$ cat src/hdl/sas_pkg.sv
// ----------------------------------------------------------------------------
// sas_pkg: shared types and codes for the shifting array store
// Command and status codes, and the packed beat types of both channels.
// ----------------------------------------------------------------------------
package sas_pkg;

  // command codes
  localparam logic [2:0] CMD_READ   = 3'd0;
  localparam logic [2:0] CMD_INSERT = 3'd1;
  localparam logic [2:0] CMD_DELETE = 3'd2;
  localparam logic [2:0] CMD_SEARCH = 3'd3;
  localparam logic [2:0] CMD_UPDATE = 3'd4;

  // status codes
  localparam logic [1:0] ST_OK       = 2'd0;
  localparam logic [1:0] ST_RANGE    = 2'd1;
  localparam logic [1:0] ST_FULL     = 2'd2;
  localparam logic [1:0] ST_NOTFOUND = 2'd3;

  typedef struct packed {
    logic [2:0]         command;
    logic [5:0]         position;
    logic signed [31:0] operand_value;
  } sas_in_t;

  typedef struct packed {
    logic [1:0]         status;
    logic [5:0]         found_index;
    logic signed [31:0] read_value;
    logic [6:0]         entry_count;
  } sas_out_t;

endpackage

$ cat src/hdl/sas_ram.sv
// ----------------------------------------------------------------------------
// sas_ram: generic simple dual-port RAM
// One write port, one read port, read data registered. No reset on contents.
// ----------------------------------------------------------------------------
module sas_ram #(
  parameter int WIDTH = 32,
  parameter int DEPTH = 64
) (
  input  logic                     clk,
  input  logic                     we,
  input  logic [$clog2(DEPTH)-1:0] waddr,
  input  logic [WIDTH-1:0]         wdata,
  input  logic [$clog2(DEPTH)-1:0] raddr,
  output logic [WIDTH-1:0]         rdata
);

  logic [WIDTH-1:0] mem [DEPTH];
  logic [WIDTH-1:0] rdata_r;

  always_ff @(posedge clk) begin
    if (we) begin
      mem[waddr] <= wdata;
    end
    rdata_r <= mem[raddr];
  end

  assign rdata = rdata_r;

endmodule

$ cat src/hdl/shifting_array_store.sv
// ----------------------------------------------------------------------------
// shifting_array_store: dense array with insert, delete, search and update
// Keeps up to DEPTH signed 32-bit words packed from index 0 and a count of
// the entries in use. Each input beat carries one command and yields
// exactly one result beat.
// ----------------------------------------------------------------------------
// Every command goes through one RAM with one write and one registered read
// port, so the block moves or compares one entry per cycle and takes one
// command at a time (in_stall is high from acceptance until the result is
// loaded into the output register). Read and update touch one entry; an
// insert at index p moves the entries from the top down to p up by one and
// then writes the new value (an append just writes it); a delete at p moves
// the entries above p down (the last entry is just dropped); a search scans
// from index 0 until the first match. The output register frees the input
// side: a new command is accepted while the previous result still waits on
// out_stall. Bad requests (index at or past the count, insert into a full
// store) and searches with no match are flagged in status and leave the
// store untouched. Only the lowest 64 indices are addressable; entry_count
// reports the low 7 bits of the count.
// ----------------------------------------------------------------------------
module shifting_array_store #(
  parameter int DEPTH = 64
) (
  input  logic              clk,
  input  logic              rst_n,
  input  logic              in_valid,
  output logic              in_stall,
  input  sas_pkg::sas_in_t  in_data,
  output logic              out_valid,
  input  logic              out_stall,
  output sas_pkg::sas_out_t out_data
);

  import sas_pkg::*;

  localparam int AW = $clog2(DEPTH);        // entry address
  localparam int CW = $clog2(DEPTH + 1);    // count, holds DEPTH itself
  localparam int PW = (CW > 6) ? CW : 6;    // width for index vs count compares

  typedef enum logic [3:0] {
    S_IDLE,
    S_RD_REQ,
    S_RD_WAIT,
    S_SHIFT_UP,
    S_SHIFT_DN,
    S_DRAIN,
    S_WR_VAL,
    S_SEARCH,
    S_SRCH_TAIL,
    S_EMIT
  } state_t;

  state_t             state_r;
  logic [2:0]         cmd_r;
  logic [5:0]         pos_r;
  logic signed [31:0] val_r;
  logic [CW-1:0]      cnt_r;
  logic [AW-1:0]      rp_r;          // RAM read pointer
  logic               pend_r;        // shifted word waiting to be written
  logic [AW-1:0]      pend_addr_r;
  logic               cmp_valid_r;   // search: read data is live this cycle
  logic [AW-1:0]      cmp_idx_r;
  logic [1:0]         res_status_r;
  logic [AW-1:0]      res_found_r;
  logic signed [31:0] res_rdval_r;
  logic               out_valid_r;
  sas_out_t           out_data_r;

  logic               mem_we;
  logic [AW-1:0]      mem_waddr;
  logic [31:0]        mem_wdata;
  logic [31:0]        mem_rdata;
  logic [PW-1:0]      in_pos_w;
  logic [PW-1:0]      cnt_w;
  logic [AW-1:0]      last_a;
  logic               in_accept;
  logic               hit;

  assign in_accept = in_valid && !in_stall;
  assign in_stall  = (state_r != S_IDLE);
  assign in_pos_w  = PW'(in_data.position);
  assign cnt_w     = PW'(cnt_r);
  assign last_a    = AW'(cnt_r - CW'(1));
  assign hit       = cmp_valid_r && (mem_rdata == val_r);

  // Shifted words take the write port first; the new value goes in after
  // the shift has drained.
  assign mem_we    = pend_r || (state_r == S_WR_VAL);
  assign mem_waddr = pend_r ? pend_addr_r : AW'(pos_r);
  assign mem_wdata = pend_r ? mem_rdata : val_r;

  sas_ram #(
    .WIDTH (32),
    .DEPTH (DEPTH)
  ) u_ram (
    .clk   (clk),
    .we    (mem_we),
    .waddr (mem_waddr),
    .wdata (mem_wdata),
    .raddr (rp_r),
    .rdata (mem_rdata)
  );

  always_ff @(posedge clk) begin
    if (!rst_n) begin
      state_r     <= S_IDLE;
      cnt_r       <= '0;
      pend_r      <= 1'b0;
      cmp_valid_r <= 1'b0;
      out_valid_r <= 1'b0;
    end else begin
      pend_r <= 1'b0;
      if (out_valid_r && !out_stall) begin
        out_valid_r <= 1'b0;
      end

      unique case (state_r)
        S_IDLE: begin
          cmp_valid_r <= 1'b0;
          if (in_accept) begin
            cmd_r        <= in_data.command;
            pos_r        <= in_data.position;
            val_r        <= in_data.operand_value;
            res_status_r <= ST_OK;
            res_found_r  <= '0;
            res_rdval_r  <= '0;
            state_r      <= S_EMIT;
            unique case (in_data.command)
              CMD_READ: begin
                if (in_pos_w < cnt_w) begin
                  rp_r    <= AW'(in_data.position);
                  state_r <= S_RD_REQ;
                end else begin
                  res_status_r <= ST_RANGE;
                end
              end
              CMD_INSERT: begin
                if (in_pos_w > cnt_w) begin
                  res_status_r <= ST_RANGE;
                end else if (cnt_r == CW'(DEPTH)) begin
                  res_status_r <= ST_FULL;
                end else if (in_pos_w == cnt_w) begin
                  state_r <= S_WR_VAL;     // append, nothing to move
                end else begin
                  rp_r    <= last_a;       // move from the top down
                  state_r <= S_SHIFT_UP;
                end
              end
              CMD_DELETE: begin
                if (in_pos_w >= cnt_w) begin
                  res_status_r <= ST_RANGE;
                end else if (in_pos_w + PW'(1) == cnt_w) begin
                  cnt_r <= cnt_r - CW'(1); // last entry, just drop it
                end else begin
                  rp_r    <= AW'(in_data.position) + AW'(1);
                  state_r <= S_SHIFT_DN;
                end
              end
              CMD_SEARCH: begin
                if (cnt_r == '0) begin
                  res_status_r <= ST_NOTFOUND;
                end else begin
                  rp_r    <= '0;
                  state_r <= S_SEARCH;
                end
              end
              CMD_UPDATE: begin
                if (in_pos_w < cnt_w) begin
                  state_r <= S_WR_VAL;
                end else begin
                  res_status_r <= ST_RANGE;
                end
              end
              default: begin
                // unused codes: no change, status ok
              end
            endcase
          end
        end

        S_RD_REQ: begin
          state_r <= S_RD_WAIT;
        end

        S_RD_WAIT: begin
          res_rdval_r <= mem_rdata;
          state_r     <= S_EMIT;
        end

        // entries[rp+1] = entries[rp], rp walking down to pos
        S_SHIFT_UP: begin
          pend_r      <= 1'b1;
          pend_addr_r <= rp_r + AW'(1);
          if (rp_r == AW'(pos_r)) begin
            state_r <= S_DRAIN;
          end else begin
            rp_r <= rp_r - AW'(1);
          end
        end

        // entries[rp-1] = entries[rp], rp walking up to count-1
        S_SHIFT_DN: begin
          pend_r      <= 1'b1;
          pend_addr_r <= rp_r - AW'(1);
          if (rp_r == last_a) begin
            state_r <= S_DRAIN;
          end else begin
            rp_r <= rp_r + AW'(1);
          end
        end

        // last shifted word is written this cycle
        S_DRAIN: begin
          if (cmd_r == CMD_INSERT) begin
            state_r <= S_WR_VAL;
          end else begin
            cnt_r   <= cnt_r - CW'(1);
            state_r <= S_EMIT;
          end
        end

        S_WR_VAL: begin
          if (cmd_r == CMD_INSERT) begin
            cnt_r <= cnt_r + CW'(1);
          end
          state_r <= S_EMIT;
        end

        // read one entry a cycle, compare the one read the cycle before
        S_SEARCH: begin
          if (hit) begin
            res_found_r <= cmp_idx_r;
            cmp_valid_r <= 1'b0;
            state_r     <= S_EMIT;
          end else begin
            cmp_valid_r <= 1'b1;
            cmp_idx_r   <= rp_r;
            if (rp_r == last_a) begin
              state_r <= S_SRCH_TAIL;
            end else begin
              rp_r <= rp_r + AW'(1);
            end
          end
        end

        S_SRCH_TAIL: begin
          cmp_valid_r <= 1'b0;
          if (hit) begin
            res_found_r <= cmp_idx_r;
          end else begin
            res_status_r <= ST_NOTFOUND;
          end
          state_r <= S_EMIT;
        end

        // wait for the output register to free up
        S_EMIT: begin
          if (!out_valid_r || !out_stall) begin
            out_valid_r             <= 1'b1;
            out_data_r.status       <= res_status_r;
            out_data_r.found_index  <= 6'(res_found_r);
            out_data_r.read_value   <= res_rdval_r;
            out_data_r.entry_count  <= 7'(cnt_r);
            state_r                 <= S_IDLE;
          end
        end

        default: begin
          state_r <= S_IDLE;
        end
      endcase
    end
  end

  assign out_valid = out_valid_r;
  assign out_data  = out_data_r;

  // --------------------------------------------------------------------------
  // assertions
  // --------------------------------------------------------------------------

  // count never passes the store size
  a_cnt_bound: assert property (@(posedge clk) disable iff (!rst_n)
    cnt_r <= CW'(DEPTH))
    else $error("entry count above DEPTH");

  // a drained shift word and the new value never fight for the write port
  a_wr_port: assert property (@(posedge clk) disable iff (!rst_n)
    !(pend_r && (state_r == S_WR_VAL)))
    else $error("write port conflict");

  // one command at a time: busy right after acceptance
  a_busy: assert property (@(posedge clk) disable iff (!rst_n)
    in_accept |=> in_stall)
    else $error("input taken while busy");

  // count only moves while a command is in flight
  a_cnt_hold: assert property (@(posedge clk) disable iff (!rst_n)
    (state_r == S_IDLE && !in_valid) |=> $stable(cnt_r))
    else $error("count changed while idle");

endmodule
$ cat config.mk
export PLATFORM = sky130hd
export DESIGN_NAME = shifting_array_store
export DESIGN_NICKNAME = d
export VERILOG_FILES = /design/src/hdl/sas_pkg.sv /design/src/hdl/sas_ram.sv /design/src/hdl/shifting_array_store.sv
export SDC_FILE = /design/constraint.sdc
export NUM_CORES = 2
export LEC_CHECK = 0
export BUFFER_PORTS_ARGS = -buffer_cell sky130_fd_sc_hd__buf_4
export CORE_MARGIN = 2
export CORE_UTILIZATION = 50
export CTS_BUF_LIST = sky130_fd_sc_hd__clkbuf_8
export CTS_CLUSTER_SIZE = 16
export DETAILED_ROUTE_END_ITERATION = 12
export PLACE_DENSITY_LB_ADDON = 0.08
export SLEW_MARGIN = 20
export SYNTH_ARGS = -nofsm -noshare
export SYNTH_HDL_FRONTEND = slang
export SYNTH_SLANG_ARGS = --single-unit
$ cat constraint.sdc
create_clock -name clk -period 5 [get_ports clk]
set_input_delay 0.25 -clock clk [delete_from_list [all_inputs] [get_ports clk]]
set_output_delay 0.25 -clock clk [all_outputs]
set_load 0.1 [all_outputs]
# Word-level counts from Yosys, hierarchy flattened
# Memories as Yosys holds them, arrays and structs flattened. A register that Yosys moved wholly into a read port is not among the register bits.
# Index checks and enable logic that the tools add are counted.
# word_totals
register_bits	160
mem_bits_rw	2048
input_bits	45
out_inout_bits	49
word_cells	167
memories	1
# memory_table
name	words	width	rd	rd_ports_with_merged_regs	wr	line_no	text
u_ram.mem	64	32	1	1	1	sas_ram.sv:17	logic [WIDTH-1:0] mem [DEPTH];
# op_classes
n_addsub	6
n_lt_le_gt_ge	3
eq_ne	42
n_mux	62
bitwise	1
reduce_logical	34
# op_table
operator	n
6-bit two-way mux	14
32-bit two-way mux	2
32-bit case mux with 2 select lines	1
4-bit two-way mux	14
6-bit case mux with 4 select lines	2
7-bit two-way mux	6
32-bit == test	1
4-bit case mux with 8 select lines	1
3-bit != test, second input constant	8
6-bit case mux with 2 select lines	2
7-bit case mux with 3 select lines	1
2-bit != test, second input constant	10
4-bit case mux with 5 select lines	1
4-bit by 3-bit == test with 1-bit output, second input constant	4
13-bit AND reduction	1
6-bit by 1-bit adder with 6-bit output, second input constant	2
6-bit == test	2
3-bit AND reduction	4
2-bit two-way mux	5
2-bit nonzero test	5
1-bit two-way mux	9
4-bit by 2-bit == test with 1-bit output, second input constant	2
4-bit == test, second input constant	2
2-bit case mux with 4 select lines	1
34 further kinds	48

# Logic depth before layout (Yosys ltp)
# logic_depth
ltp_word	7
ltp_mapped	11
depth_no_buf	9

# Cells and area by module
# A second synthesis with hierarchy kept.
# hier_totals
cells_unflattened	4130
area_unflattened_um2	86873.3
# modules_own_cells
mod	instances	cells_each	area_per_inst_um2
sas_ram	1	3511	79039.6
shifting_array_store	1	619	7833.8

# Worst setup path before layout
# OpenSTA, ideal clock, no wires.
# synth_timing
path_kind	register -> register
start	reg state_r[3]
end	reg res_rdval_r[0] (enable)
setup_time_ps	502
arrival_time_ps	4845
required_ps	4498
setup_slack_ps	-347
path_stages_with_launch	6
synth_period_minus_slack_ps	5347
path_cell_list	dfxtp_1 > clkbuf_1 > nor4_1 > inv_1 > o21ai_0 > nor4_1
# synth_between
elab_chain_len	5
# synth_lines
item	line_no	text
start: declaration	shifting_array_store.sv:53	state_t state_r;
start signal: assignment	shifting_array_store.sv:106	state_r <= S_IDLE;
start signal: assignment	shifting_array_store.sv:127	state_r <= S_EMIT;
start signal: assignment	shifting_array_store.sv:132	state_r <= S_RD_REQ;
4-bit nonzero test	shifting_array_store.sv:80	assign in_stall = (state_r != S_IDLE);
named net in_stall	shifting_array_store.sv:27	output logic in_stall,
1-bit logical NOT	shifting_array_store.sv:79	assign in_accept = in_valid && !in_stall;
1-bit logical AND	shifting_array_store.sv:79	
2-bit != test (no line)	--	
3-bit AND reduction (no line)	--	
end signal: assignment	shifting_array_store.sv:186	res_rdval_r <= mem_rdata;
end: declaration	shifting_array_store.sv:65	logic signed [31:0] res_rdval_r;
# The timed path passes the listed nets, and every way through them passes these cells.
# A chain may end at the register's enable or synchronous reset.

==> run_results.csv <==
group,metric,value,unit
outcome,status,"complete, no violations",
sta,fin_crit,4010,ps
sta,slew_violations,0,
place,gp_congestion,0.862,
cts,worstSkewPairLatency,1080,ps
floorplanning,die_area,177000,um2
synth,synthCells,4544,
synth,synthFlopType,"edfxtp_1",
synth,syn_area_per_cell,19.2,um2
synth,synth_compound_area_share,5.63,%
cts,path_clk_slew,70,ps
critical_path,end_kind,"register",
drt,antenna_left,0,
power,leakage,33.0,nW
cts,cts_tree,"done",
sta,slew_headroom,22.0,%
sta,hold_slack,112,ps
sta,fin_skew,63.3,ps
floorplanning,core_area,173000,um2
sta,final.setup.tns,0,ps
synth,synthMuxAreaShare,13.1,%
place,placed_cell_area,91900,um2
global_routing,grt_usage,26.9,%
drt,via_per_inst,6.17,
place,io_buffers,93,
critical_path,required,5900,ps
global_routing,overflow,0,
synth,synth_top_family_by_area,"multiplexers",
synth,synth-simple-area-share,2.26,%
synth,synth-xor-area-share,0.721,%
synth,syn_nets,4601,
cells_and_area,synthToLayoutAreaGrowth,14.2,%
sta,fmax,250,MHz
synth,yosysUniqueCellTypes,63,
cells_and_area,drive_above_1_share,20.8,%
cts,htree_levels,5,
cells_and_area,fin_util,57.3,%
global_routing,first_global_vias,46300,
sta,finalCritPeriodShare,80.2,%
cts,clockBufferDepth,4,
synth,ys_seq_elements,2240,
cts,cts_root_buf,"clkbuf_8",
sta,setup_viol,0,
critical_path,cpPeakStageDelay,700,ps
place,dp_hpwl,139,mm
drt,remaining_drc_errors,0,
sta,hold_violations,0,
cells_and_area,design_area,99400,um2
synth,yosys_warnings,0,
synth,netlist_area,87100,um2
global_routing,grt_start_max_net_pins,122,
drt,num_vias,47100,
power,ir_worst_vdd,0.336,mV
power,power.total,48.5,mW
critical_path,cpMostUsedCell,"a21oi_1",
sta,grt_setup_unrepaired,"false",
sta,tightest_slew,1160,ps
cts,cts_setup_buffers,0,
critical_path,path_cells,"or2_4 > buf_12 > buf_4 > o221ai_1 > o22ai_1 > nor2_1 > a21oi_1 > a21oi_1",
power,power_per_cell_area,488,nW/um2
critical_path,crit_path_top_delay_cell,"edfxtp_1",
flow_run,maxCapViolations,0,
global_routing,grt_pass1_wl,341,mm
cells_and_area,fin_nets,5079,
critical_path,startpoint_type,"register",
cts,clkSinkCount,2240,
floorplanning,ioPinCount,94,
drt,dr.pass1.iters,7,
drt,drt-initial-drc-count,5189,
synth,seq_area_frac_synth,76.7,%
drt,wire_per_inst,31.5,um
floorplanning,fp.dieH,421,um
synth,postSynth.asyncResetShare,0,%
cts,cts_buffers,379,
critical_path,cp.arrival,4910,ps
drt,totalWireLength,241,mm
global_routing,antenna_found_initial,15,
floorplanning,row_count,153,
hold_path,hold_class,"in -> reg",
critical_path,crit_path_max_fanout,60,
synth,yosys.area_share.adder,0.172,%
synth,synth_edf_count,2194,
floorplanning,start_util,50.2,%
floorplanning,die_x,421,um
critical_path,critPathKind,"reg -> reg",
-- cells in the mapped netlist, drive strengths merged, types with 42 or more instances --
cell | count | area [um2]
dfxtp | 46 | 921
nor2 | 160 | 601
a21oi | 223 | 1120
o22ai | 121 | 757
clkbuf | 166 | 623
mux4 | 264 | 5950
nand2 | 55 | 206
edfxtp | 2194 | 65900
nor3 | 78 | 395
o221ai | 243 | 2130
xor2 | 42 | 368
buf | 107 | 493
a211oi | 45 | 338
mux2i | 508 | 5080
-- critical path, delay by kind of cell, from the launching register on --
kind,cells,cell delay (ps)
buffers and inverters,2,870
AND/OR/NAND/NOR,2,800
flip-flops,1,700
AO/OA/AOI/OAI,4,1370
-- path summary, 6_finish.rpt --
check / to / cells after the start / slack [ps] / from
setup / recovery: u_ram.rdata[26] / 8 / 990 / rp_r[1]
hold / removal: cnt_r[4] / 4 / 110 / rst_n
setup reg to reg: u_ram.rdata[26] / 8 / 990 / rp_r[1]
hold reg to reg: out_data[26] / 0 / 420 / res_rdval_r[19]
-- what timing repair did --
action                                 in CTS  in global routing
hold buffers                               87                  0
endpoints found under the hold margin     112                  0
setup endpoints to repair                   0                  0
resized for setup                           0                  0
-- registers in the layout, indices dropped and copies added, names as in the netlist --
name and cells:
u_ram.mem 2048, u_ram.rdata 32, pend_addr_r 6, state_r 4, out_data 47, cnt_r 7
cmd_r 3, res_found_r 6, res_rdval_r 32, cmp_valid_r 1, cmp_idx_r 6, rp_r 6
res_status_r 2, val_r 32, out_valid 1, pend_r 1, pos_r 6
-- area by class of cell --
type	instances	area [um2]
Sequential cell	2240	66800
Multi-Input combinational cell	2007	19600
Clock inverter	265	1150
Fill cell	13200	74000
Timing Repair Buffer	370	3320
Inverter	24	100
Clock buffer	396	5450
Tap cell	2325	2910
Antenna cell	6	15.0
-- where the power goes --
| part | internal [mW] | switching (mW) | total (mW) |
|---|---|---|---|
| clock | 7.43 | 7.10 | 14.5 |
| combinational | 3.58 | 7.56 | 11.1 |
| sequential | 22.1 | 0.676 | 22.8 |
| total | 33.2 | 15.3 | 48.5 |
-- cell families after synthesis --
logic type / Yosys count
flops: 2240
simple gates: 413
buf+inv: 297
xor+xnor: 67
compound gates: 710
fa+ha+maj: 12
mux: 805
-- per-stage QoR --
step	setup WS [ps]	std cells
2_1_floorplan	978	4544
6_report	992	7633
3_3_place_gp	1130	6878
3_5_place_dp	1100	6879
5_1_grt	868	7630
4_1_cts	1040	7627
-- cells in the final DEF (no fill, tap or decap), types with 4 or more instances in the layout --
master,synthesis,routed
buf_12,0,26
mux2i_1,508,508
nor4_1,15,14
edfxtp_1,2194,2194
or4_1,4,4
clkinvlp_4,0,6
inv_1,22,175
o31ai_1,5,5
buf_4,0,257
dlygate4sd3_1,0,87
clkinv_1,0,70
nand4_1,6,6
clkinv_2,0,30
diode_2,0,6
nand2b_1,12,10
ha_1,12,12
xnor2_1,22,22
clkbuf_8,0,396
xor2_1,42,42
mux2_2,33,18
and3_1,37,36
mux2_4,0,15
o22ai_1,121,121
o221ai_1,243,243
nand2_1,55,55
o211ai_1,4,4
nor2_4,0,65
a21o_1,4,4
a31oi_1,7,7
mux4_2,264,264
o21ai_0,24,24
a211oi_1,45,42
nor2b_1,13,12
nor2_1,160,94
a21oi_1,223,223
o32ai_1,8,8
nand3_1,14,14
nor3_1,77,77
dfxtp_1,46,45
-- per-layer routing --
metal | vias to the layer above | global-route usage (%) | share of wire, %
met5 | - | 0 | 0
met4 | 0 | 9.70 | 3.5
met3 | 403 | 4.77 | 7.8
met2 | 2097 | 41.7 | 47
met1 | 24700 | 38.7 | 42
li1 | 19900 | - | -
Note: power is estimated with default switching activity, not from simulation.
